**src/copsp_pkg.sv**
```systemverilog
// ----------------------------------------------------------------------------
// CoAP option stream parser package
// Shared types and constants for the option parser and its result queue.
// ----------------------------------------------------------------------------
package copsp_pkg;

	localparam int DATA_W   = 8;
	localparam int TARGET_W = 16;
	localparam int LEN_W    = 17;
	localparam int INT_W    = 32;
	localparam int OCC_W    = 8;

	// Result kinds.
	localparam logic [1:0] KIND_VALUE   = 2'd0;
	localparam logic [1:0] KIND_EMPTY   = 2'd1;
	localparam logic [1:0] KIND_SUMMARY = 2'd2;

	// Summary status codes.
	localparam logic [1:0] ST_FOUND  = 2'd0;
	localparam logic [1:0] ST_ABSENT = 2'd1;
	localparam logic [1:0] ST_TRUNC  = 2'd2;

	localparam logic [7:0]       PAYLOAD_MARKER = 8'hFF;
	localparam logic [3:0]       NIB_EXT1       = 4'd13;
	localparam logic [3:0]       NIB_EXT2       = 4'd14;
	localparam logic [3:0]       NIB_RSVD       = 4'd15;
	localparam logic [LEN_W-1:0] EXT1_BIAS      = 17'd13;
	localparam logic [LEN_W-1:0] EXT2_BIAS      = 17'd269;
	localparam logic [4:0]       FIXED_HDR_SKIP = 5'd3;
	localparam logic [OCC_W-1:0] OCC_MAX        = 8'hFF;

	// Result queue geometry.
	localparam int QDEPTH = 4;
	localparam int QPTR_W = 2;
	localparam int QCNT_W = 3;

	typedef struct packed {
		logic [1:0]          kind;
		logic [DATA_W-1:0]   value_byte;
		logic [LEN_W-1:0]    value_index;
		logic [LEN_W-1:0]    value_length;
		logic                value_last;
		logic [INT_W-1:0]    int_value;
		logic [OCC_W-1:0]    occurrence;
		logic [1:0]          status;
	} copsp_result_t;

endpackage

```
**src/copsp_parser.sv**
```systemverilog
// ----------------------------------------------------------------------------
// CoAP option parser core
// Per-byte state update of the option walk; produces up to two results.
// ----------------------------------------------------------------------------
module copsp_parser (
	input  logic                             clk,
	input  logic                             arst_n,
	input  logic [copsp_pkg::TARGET_W-1:0]   target_option,
	input  logic                             step,
	input  logic [copsp_pkg::DATA_W-1:0]     data_byte,
	input  logic                             end_of_message,
	output logic                             res0_valid,
	output copsp_pkg::copsp_result_t         res0,
	output logic                             res1_valid,
	output copsp_pkg::copsp_result_t         res1
);
	import copsp_pkg::*;

	typedef enum logic [3:0] {
		PH_BYTE0, PH_SKIP, PH_OPT, PH_DEXT1, PH_DEXT2A, PH_DEXT2B,
		PH_LEXT1, PH_LEXT2A, PH_LEXT2B, PH_VALUE, PH_DONE
	} phase_t;

	phase_t             phase_q, phase_n;
	logic [4:0]         skip_q, skip_n;
	logic [LEN_W-1:0]   opt_q, opt_n;
	logic [3:0]         nib_q, nib_n;
	logic [7:0]         hold_q, hold_n;
	logic [LEN_W-1:0]   rem_q, rem_n;
	logic [LEN_W-1:0]   total_q, total_n;
	logic               match_q, match_n;
	logic [INT_W-1:0]   accum_q, accum_n;
	logic [OCC_W-1:0]   found_q, found_n;

	logic               do_delta, do_len;
	logic [LEN_W-1:0]   delta, len;
	logic [LEN_W:0]     num;
	logic               trunc;

	always_comb begin
		phase_n    = phase_q;
		skip_n     = skip_q;
		opt_n      = opt_q;
		nib_n      = nib_q;
		hold_n     = hold_q;
		rem_n      = rem_q;
		total_n    = total_q;
		match_n    = match_q;
		accum_n    = accum_q;
		found_n    = found_q;
		do_delta   = 1'b0;
		do_len     = 1'b0;
		delta      = '0;
		len        = '0;
		num        = '0;
		trunc      = 1'b0;
		res0_valid = 1'b0;
		res0       = '0;
		res1_valid = 1'b0;
		res1       = '0;

		unique case (phase_q)
			PH_BYTE0: begin
				skip_n  = FIXED_HDR_SKIP + 5'(data_byte[3:0]);
				phase_n = PH_SKIP;
			end
			PH_SKIP: begin
				if (skip_q != '0) skip_n = skip_q - 5'd1;
				if (skip_n == '0) phase_n = PH_OPT;
			end
			PH_OPT: begin
				if (data_byte == PAYLOAD_MARKER || data_byte[7:4] == NIB_RSVD) begin
					phase_n = PH_DONE;
				end else begin
					nib_n = data_byte[3:0];
					if (data_byte[7:4] == NIB_EXT1) begin
						phase_n = PH_DEXT1;
					end else if (data_byte[7:4] == NIB_EXT2) begin
						phase_n = PH_DEXT2A;
					end else begin
						do_delta = 1'b1;
						delta    = LEN_W'(data_byte[7:4]);
					end
				end
			end
			PH_DEXT1: begin
				do_delta = 1'b1;
				delta    = LEN_W'(data_byte) + EXT1_BIAS;
			end
			PH_DEXT2A: begin
				hold_n  = data_byte;
				phase_n = PH_DEXT2B;
			end
			PH_DEXT2B: begin
				do_delta = 1'b1;
				delta    = LEN_W'({hold_q, data_byte}) + EXT2_BIAS;
			end
			PH_LEXT1: begin
				do_len = 1'b1;
				len    = LEN_W'(data_byte) + EXT1_BIAS;
			end
			PH_LEXT2A: begin
				hold_n  = data_byte;
				phase_n = PH_LEXT2B;
			end
			PH_LEXT2B: begin
				do_len = 1'b1;
				len    = LEN_W'({hold_q, data_byte}) + EXT2_BIAS;
			end
			PH_VALUE: begin
				if (rem_q != '0) rem_n = rem_q - 17'd1;
				if (match_q) begin
					accum_n                 = {accum_q[INT_W-9:0], data_byte};
					res0_valid              = 1'b1;
					res0.kind               = KIND_VALUE;
					res0.value_byte         = data_byte;
					res0.value_index        = total_q - rem_n - 17'd1;
					res0.value_length       = total_q;
					res0.value_last         = (rem_n == '0);
					res0.int_value          = accum_n;
					res0.occurrence         = found_q;
				end
				if (rem_n == '0) phase_n = PH_OPT;
			end
			PH_DONE: begin
			end
			default: begin
			end
		endcase

		// Option delta: advance the running number (or stop past the target), then look at the length nibble.
		if (do_delta) begin
			num = {1'b0, opt_q} + {1'b0, delta};
			if (num > (LEN_W+1)'(target_option)) begin
				phase_n = PH_DONE;
			end else begin
				opt_n = num[LEN_W-1:0];
				if (nib_n == NIB_RSVD) begin
					phase_n = PH_DONE;
				end else if (nib_n == NIB_EXT1) begin
					phase_n = PH_LEXT1;
				end else if (nib_n == NIB_EXT2) begin
					phase_n = PH_LEXT2A;
				end else begin
					do_len = 1'b1;
					len    = LEN_W'(nib_n);
				end
			end
		end

		if (do_len) begin
			match_n = (opt_n == LEN_W'(target_option));
			total_n = len;
			rem_n   = len;
			if (match_n) begin
				if (found_q != OCC_MAX) found_n = found_q + 8'd1;
				accum_n = '0;
				if (len == '0) begin
					res0_valid      = 1'b1;
					res0.kind       = KIND_EMPTY;
					res0.occurrence = found_n;
				end
			end
			phase_n = (len == '0) ? PH_OPT : PH_VALUE;
		end

		if (end_of_message) begin
			trunc           = phase_n inside {PH_DEXT1, PH_DEXT2A, PH_DEXT2B, PH_LEXT1,
				PH_LEXT2A, PH_LEXT2B, PH_VALUE};
			res1_valid      = 1'b1;
			res1.kind       = KIND_SUMMARY;
			res1.occurrence = found_n;
			if (trunc) res1.status = ST_TRUNC;
			else if (found_n != '0) res1.status = ST_FOUND;
			else res1.status = ST_ABSENT;
			phase_n = PH_BYTE0;
			skip_n  = '0;
			opt_n   = '0;
			nib_n   = '0;
			hold_n  = '0;
			rem_n   = '0;
			total_n = '0;
			match_n = 1'b0;
			accum_n = '0;
			found_n = '0;
		end
	end

	always_ff @(posedge clk or negedge arst_n) begin
		if (!arst_n) begin
			phase_q <= PH_BYTE0;
			skip_q  <= '0;
			opt_q   <= '0;
			nib_q   <= '0;
			hold_q  <= '0;
			rem_q   <= '0;
			total_q <= '0;
			match_q <= 1'b0;
			accum_q <= '0;
			found_q <= '0;
		end else if (step) begin
			phase_q <= phase_n;
			skip_q  <= skip_n;
			opt_q   <= opt_n;
			nib_q   <= nib_n;
			hold_q  <= hold_n;
			rem_q   <= rem_n;
			total_q <= total_n;
			match_q <= match_n;
			accum_q <= accum_n;
			found_q <= found_n;
		end
	end

	a_eom_restarts: assert property (@(posedge clk) disable iff (!arst_n)
		step && end_of_message |=> phase_q == PH_BYTE0 && found_q == '0)
		else $error("parser did not restart after end of message");

	a_value_pending: assert property (@(posedge clk) disable iff (!arst_n)
		phase_q == PH_VALUE |-> rem_q != '0 && rem_q <= total_q)
		else $error("value phase with no bytes left");

	a_skip_pending: assert property (@(posedge clk) disable iff (!arst_n)
		phase_q == PH_SKIP |-> skip_q != '0)
		else $error("skip phase with empty skip count");

endmodule

```
**src/copsp_result_fifo.sv**
```systemverilog
// ----------------------------------------------------------------------------
// CoAP option parser result queue
// Small queue that takes up to two results per cycle while it has room for two and hands out one.
// ----------------------------------------------------------------------------
module copsp_result_fifo (
	input  logic                       clk,
	input  logic                       arst_n,
	input  logic [1:0]                 push_cnt,
	input  copsp_pkg::copsp_result_t   push_a,
	input  copsp_pkg::copsp_result_t   push_b,
	output logic                       room_for_two,
	output logic                       out_valid,
	input  logic                       out_ready,
	output copsp_pkg::copsp_result_t   out_data
);
	import copsp_pkg::*;

	copsp_result_t       mem_q [QDEPTH];
	logic [QPTR_W-1:0]   wr_ptr_q, rd_ptr_q, wr_ptr_b;
	logic [QCNT_W-1:0]   count_q;
	logic                pop;

	assign out_valid    = (count_q != '0);
	assign out_data     = mem_q[rd_ptr_q];
	assign pop          = out_valid && out_ready;
	assign room_for_two = (count_q <= QCNT_W'(QDEPTH - 2));
	assign wr_ptr_b     = wr_ptr_q + QPTR_W'(1);

	always_ff @(posedge clk) begin
		if (push_cnt != 2'd0) mem_q[wr_ptr_q] <= push_a;
		if (push_cnt == 2'd2) mem_q[wr_ptr_b] <= push_b;
	end

	always_ff @(posedge clk or negedge arst_n) begin
		if (!arst_n) begin
			wr_ptr_q <= '0;
			rd_ptr_q <= '0;
			count_q  <= '0;
		end else begin
			wr_ptr_q <= wr_ptr_q + QPTR_W'(push_cnt);
			if (pop) rd_ptr_q <= rd_ptr_q + QPTR_W'(1);
			count_q <= count_q + QCNT_W'(push_cnt) - QCNT_W'(pop);
		end
	end

	a_no_overflow: assert property (@(posedge clk) disable iff (!arst_n)
		count_q <= QCNT_W'(QDEPTH))
		else $error("result queue overflow");

	a_push_has_room: assert property (@(posedge clk) disable iff (!arst_n)
		push_cnt != 2'd0 |-> room_for_two)
		else $error("results pushed without room for two");

endmodule

```
**src/coap_option_stream_parser.sv**
```systemverilog
// ----------------------------------------------------------------------------
// CoAP option stream parser
// Walks a CoAP message a byte at a time and reports the target option values.
// ----------------------------------------------------------------------------
// The block takes one message byte per transaction and can accept a byte every
// cycle while the result queue has room for two results. An accepted byte is
// held in an input register, the option walk is decoded from it, and its results
// (at most two: a value byte or empty match, then the end-of-message summary)
// enter a four-entry result queue that offers them downstream. The input
// keeps flowing while the queue has room for two results; a downstream that
// stalls fills the queue and then holds the input off. target_option may be
// written only while no message is in flight.
module coap_option_stream_parser (
	input  logic         clk,
	input  logic         arst_n,
	input  logic         cfg_we,
	input  logic [15:0]  cfg_wdata,      // target_option
	input  logic         s_axis_tvalid,
	output logic         s_axis_tready,
	input  logic [7:0]   s_axis_tdata,   // data_byte
	input  logic         s_axis_tlast,   // end_of_message
	output logic         m_axis_tvalid,
	input  logic         m_axis_tready,
	// value_byte[7:0], value_index[24:8], value_length[41:25], int_value[73:42],
	// occurrence[81:74], status[83:82], zero[87:84]
	output logic [87:0]  m_axis_tdata,
	output logic [1:0]   m_axis_tuser,   // kind
	output logic         m_axis_tlast    // value_last
);
	import copsp_pkg::*;

	logic [TARGET_W-1:0]  target_q;
	logic                 valid_s1;
	logic [DATA_W-1:0]    byte_s1;
	logic                 eom_s1;
	logic                 room_for_two;
	logic                 process;
	logic                 res0_valid, res1_valid;
	copsp_result_t        res0, res1, push_a, out_data;
	logic [1:0]           push_cnt;

	assign process       = valid_s1 && room_for_two;
	assign s_axis_tready = !valid_s1 || process;

	always_ff @(posedge clk or negedge arst_n) begin
		if (!arst_n) begin
			target_q <= '0;
			valid_s1 <= 1'b0;
		end else begin
			if (cfg_we) target_q <= cfg_wdata;
			if (s_axis_tvalid && s_axis_tready) valid_s1 <= 1'b1;
			else if (process) valid_s1 <= 1'b0;
		end
	end

	always_ff @(posedge clk) begin
		if (s_axis_tvalid && s_axis_tready) begin
			byte_s1 <= s_axis_tdata;
			eom_s1  <= s_axis_tlast;
		end
	end

	copsp_parser u_parser (
		.clk            (clk),
		.arst_n         (arst_n),
		.target_option  (target_q),
		.step           (process),
		.data_byte      (byte_s1),
		.end_of_message (eom_s1),
		.res0_valid     (res0_valid),
		.res0           (res0),
		.res1_valid     (res1_valid),
		.res1           (res1)
	);

	// The first valid result always goes into the first queue slot.
	assign push_a   = res0_valid ? res0 : res1;
	assign push_cnt = process ? (2'(res0_valid) + 2'(res1_valid)) : 2'd0;

	copsp_result_fifo u_fifo (
		.clk          (clk),
		.arst_n       (arst_n),
		.push_cnt     (push_cnt),
		.push_a       (push_a),
		.push_b       (res1),
		.room_for_two (room_for_two),
		.out_valid    (m_axis_tvalid),
		.out_ready    (m_axis_tready),
		.out_data     (out_data)
	);

	assign m_axis_tdata = {4'b0000, out_data.status, out_data.occurrence, out_data.int_value,
		out_data.value_length, out_data.value_index, out_data.value_byte};
	assign m_axis_tuser = out_data.kind;
	assign m_axis_tlast = out_data.value_last;

endmodule
```
**config.mk**
```make
export PLATFORM = sky130hd
export DESIGN_NAME = coap_option_stream_parser
export DESIGN_NICKNAME = d
export VERILOG_FILES = /design/src/copsp_pkg.sv /design/src/copsp_parser.sv /design/src/copsp_result_fifo.sv /design/src/coap_option_stream_parser.sv
export SDC_FILE = /design/constraint.sdc
export NUM_CORES = 1
export LEC_CHECK = 0
export BUFFER_PORTS_ARGS = -buffer_cell sky130_fd_sc_hd__buf_4
export CORE_MARGIN = 2
export CORE_UTILIZATION = 53
export DETAILED_ROUTE_END_ITERATION = 8
export GPL_TIMING_DRIVEN = 1
export PLACE_DENSITY = 0.8
export SYNTH_ARGS = -nofsm -noshare
export SYNTH_HDL_FRONTEND = slang
export SYNTH_SLANG_ARGS = --single-unit
```
**constraint.sdc**
```tcl
create_clock -name clk -period 7.9 [get_ports clk]
set_input_delay 0.395 -clock clk [delete_from_list [all_inputs] [get_ports clk]]
set_output_delay 0.395 -clock clk [all_outputs]
set_load 0.1 [all_outputs]
```
==> out/qor.txt <==
Synthesized area: 22500 µm²
FF-to-FF Start: byte_s1[0]
Final Cycle Share: 96.0%
Starting Density: 53.6%
Worst-Margin Slew: 1.19 ns
Largest stage delay on the critical path: 0.53 ns
Req. time, crit path: 8.21 ns
Routed len/inst: 23.3 µm
Clock transition at path regs: 0.06 ns
Residual DRC: 0
Global route overflow: 0
Core Region: 41900 µm²
Yosys Warn Count: 0
DP Wirelength: 43600 µm
# nets final: 2342
CTS root buffer: clkbuf_16
Status: complete, no violations
Hold path endpoint: target_q[11]
Largest net degree at the start of global routing: 121
Max Cap Violations: 0
Startpoint Class: flop
Num CTS Buffers: 48
Layout cells sized above 1: 18.2%
Most frequent cells in the layout: 272 x dfxtp_1, 222 x a32o_1, 197 x buf_4
Fmax: 0.132 GHz
I/O Buffers: 118
Vias: 19200
Clk_skew: 0.0245 ns
CTS Buffer Depth: 3
Crit Path Class: flop to flop
Chip height: 210 µm
Cell Count Post-Placement: 2708
Hold WC Path Type: input pin to flop
Initial DRT Pass Iterations: 6
Final worst path period need: 7.58 ns
H-tree depth: 2
Crit path max fanout: 12
Antenna-violating nets left: 0
R2R setup slack: 0.32 ns
# rows: 75
Number of global-route vias before repair: 18100
DR vias/cell: 6.81
Ys flop type: dfxtp_1
Initial antenna violation count: 0
Mapped Cells: 2144
Sequential share of the synthesized area: 45.6%
Die area: 44100 µm²
Worst r2r dst: u_fifo.mem_q[0][9]
# diodes: 0
GRT Total Usage: 29.0%
Most common cell after layout, fill and taps aside: dfxtp_1
Synthesis-stage register bit count: 454
Leak pwr: 10.2 nW
Min-Delay Path Depth: 3
Ports: 123
Most used cell along the critical path: buf_4
PD cells: 328 nW/µm²
TritonCTS clock tree: yes
WP data arrival: 7.90 ns
Non-filler cells, final: 2826
Relative slew slack: 20.7%
Final Max Slew Viols: 0
Die Width: 210 µm
Routed WL: 65800 µm
Post-synth EDFFs: 53
Start point of the worst hold path: cfg_wdata[11]
Final Hold Fails: 0
Setup Viol. Count Final: 0
Slowest CP cell: or4_4
CP startpoint: byte_s1[0]
Cells on worst reg2reg path: 32
Later-pin clock latency in the skew report: 0.61 ns
Distinct cells, synth: 83
VDD IR max: 203 µV
Crit path capture type: flop
First-pass GRT wire length: 101000 µm
Syn-to-layout area delta: 16.0%
Async set-reset flop share out of synthesis: 28.4%
Sinks on Clock Net: 454
Routability cong.: 0.955
Drt first-iter violations: 2240
Hold_ws: 0.0104 ns
Syn avg cell area: 10.5 µm²
Final Total Pwr: 0.00855 W
-- power breakdown --
group	switching [W]	internal, W
Combinational	0.00232	0.00125
Clock	0.000954	0.00122
Sequential	0.000303	0.00250
Total	0.00357	0.00497
-- cell type report --
type | count | area (µm²)
Timing Repair Buffer | 232 | 1950
Inverter | 61 | 233
Clock buffer | 73 | 1390
Multi-Input combinational cell | 1452 | 11500
Tap cell | 539 | 674
Fill cell | 3286 | 15900
Clock inverter | 15 | 120
Sequential cell | 454 | 10300
-- layer usage --
metal / GRT usage (%) / vias up / share of wire (%)
met5: 0 / - / 0
met4: 11.2 / 0 / 3.3
met3: 4.28 / 141 / 8.4
met2: 46.9 / 1030 / 47
met1: 39.6 / 9541 / 41
li1: - / 8529 / -
-- flip-flops by register name (all words and copies together) (netlist names), 5 cells and up --
signal,cells
byte_s1,8
target_q,16
u_fifo.mem_q,316
u_parser.accum_q,24
u_parser.found_q,8
u_parser.hold_q,8
u_parser.opt_q,17
u_parser.rem_q,17
u_parser.skip_q,5
u_parser.total_q,17
-- synthesized netlist by cell type (46+ instances only) --
cell type | n | share of area (%)
a22o_1 | 65 | 2.5
o21ai_0 | 155 | 3.4
dfxtp_1 | 272 | 24
mux4_2 | 79 | 7.9
dfrtp_1 | 129 | 14
nor3_1 | 49 | 1.1
nand2_1 | 185 | 3.1
a32o_1 | 222 | 9.9
clkbuf_1 | 148 | 2.5
inv_1 | 58 | 0.97
nor2_1 | 105 | 1.8
xnor2_1 | 46 | 1.8
a21oi_1 | 73 | 1.6
edfxtp_1 | 53 | 7.1
ha_1 | 60 | 3.3
-- worst max-delay path, delay by kind of cell, from the launching register on --
| kind | cells | cell delay, ns |
|---|---|---|
| simple gates | 10 | 1.70 |
| fa+ha+maj | 3 | 0.96 |
| compound gates | 11 | 2.85 |
| xor+xnor | 2 | 0.31 |
| buf+inv | 6 | 1.07 |
| flops | 1 | 0.39 |
-- kinds of logic (layout without fill, tap and decap cells) --
kind of cell / count (synthesis) / in the layout / synth area share, %
AO/OA/AOI/OAI: 715 / 715 / 24.3
XOR/XNOR: 71 / 71 / 2.89
adder cells (fa/ha/maj): 63 / 63 / 3.61
buffers and inverters: 241 / 381 / 4.28
flip-flops: 454 / 454 / 45.6
multiplexers: 89 / 89 / 8.38
other: 1 / 4 / 0.0167
AND/OR/NAND/NOR: 510 / 510 / 10.9
-- how the worst max path moves through the flow --
stage,slack (ns),depth (start not counted),end
after floorplan,0.32,30,u_fifo.mem_q[0][0]
after global placement,0.20,32,u_fifo.mem_q[2][5]
after detailed placement,0.06,32,u_fifo.mem_q[2][8]
after CTS,0.05,32,u_fifo.mem_q[2][8]
after global routing,-0.04,34,u_fifo.mem_q[0][9]
final,0.32,32,u_fifo.mem_q[0][9]
-- per-stage QoR --
| step | setup WS (ns) | setup TNS (ns) | cell area, µm² | util (%) |
|---|---|---|---|---|
| after floorplan | 0.318 | 0 | 22500 | - |
| after global placement | 0.196 | 0 | 24200 | 57.6 |
| after detailed placement | 0.0605 | 0 | 24200 | 57.6 |
| after CTS | 0.0530 | 0 | 25900 | 61.7 |
| after global routing | -0.0427 | -0.607 | 26100 | 62.2 |
| final | 0.318 | 0 | 26100 | 62.2 |
-- repair_timing --
item | in CTS | in global routing
hold buffers | 21 | 0
hold endpoints to repair | 95 | 0
setup endpoints to repair | 0 | 388
resized for setup | 0 | 27
setup buffers | 0 | 8
(Power assumes the default switching activity.)
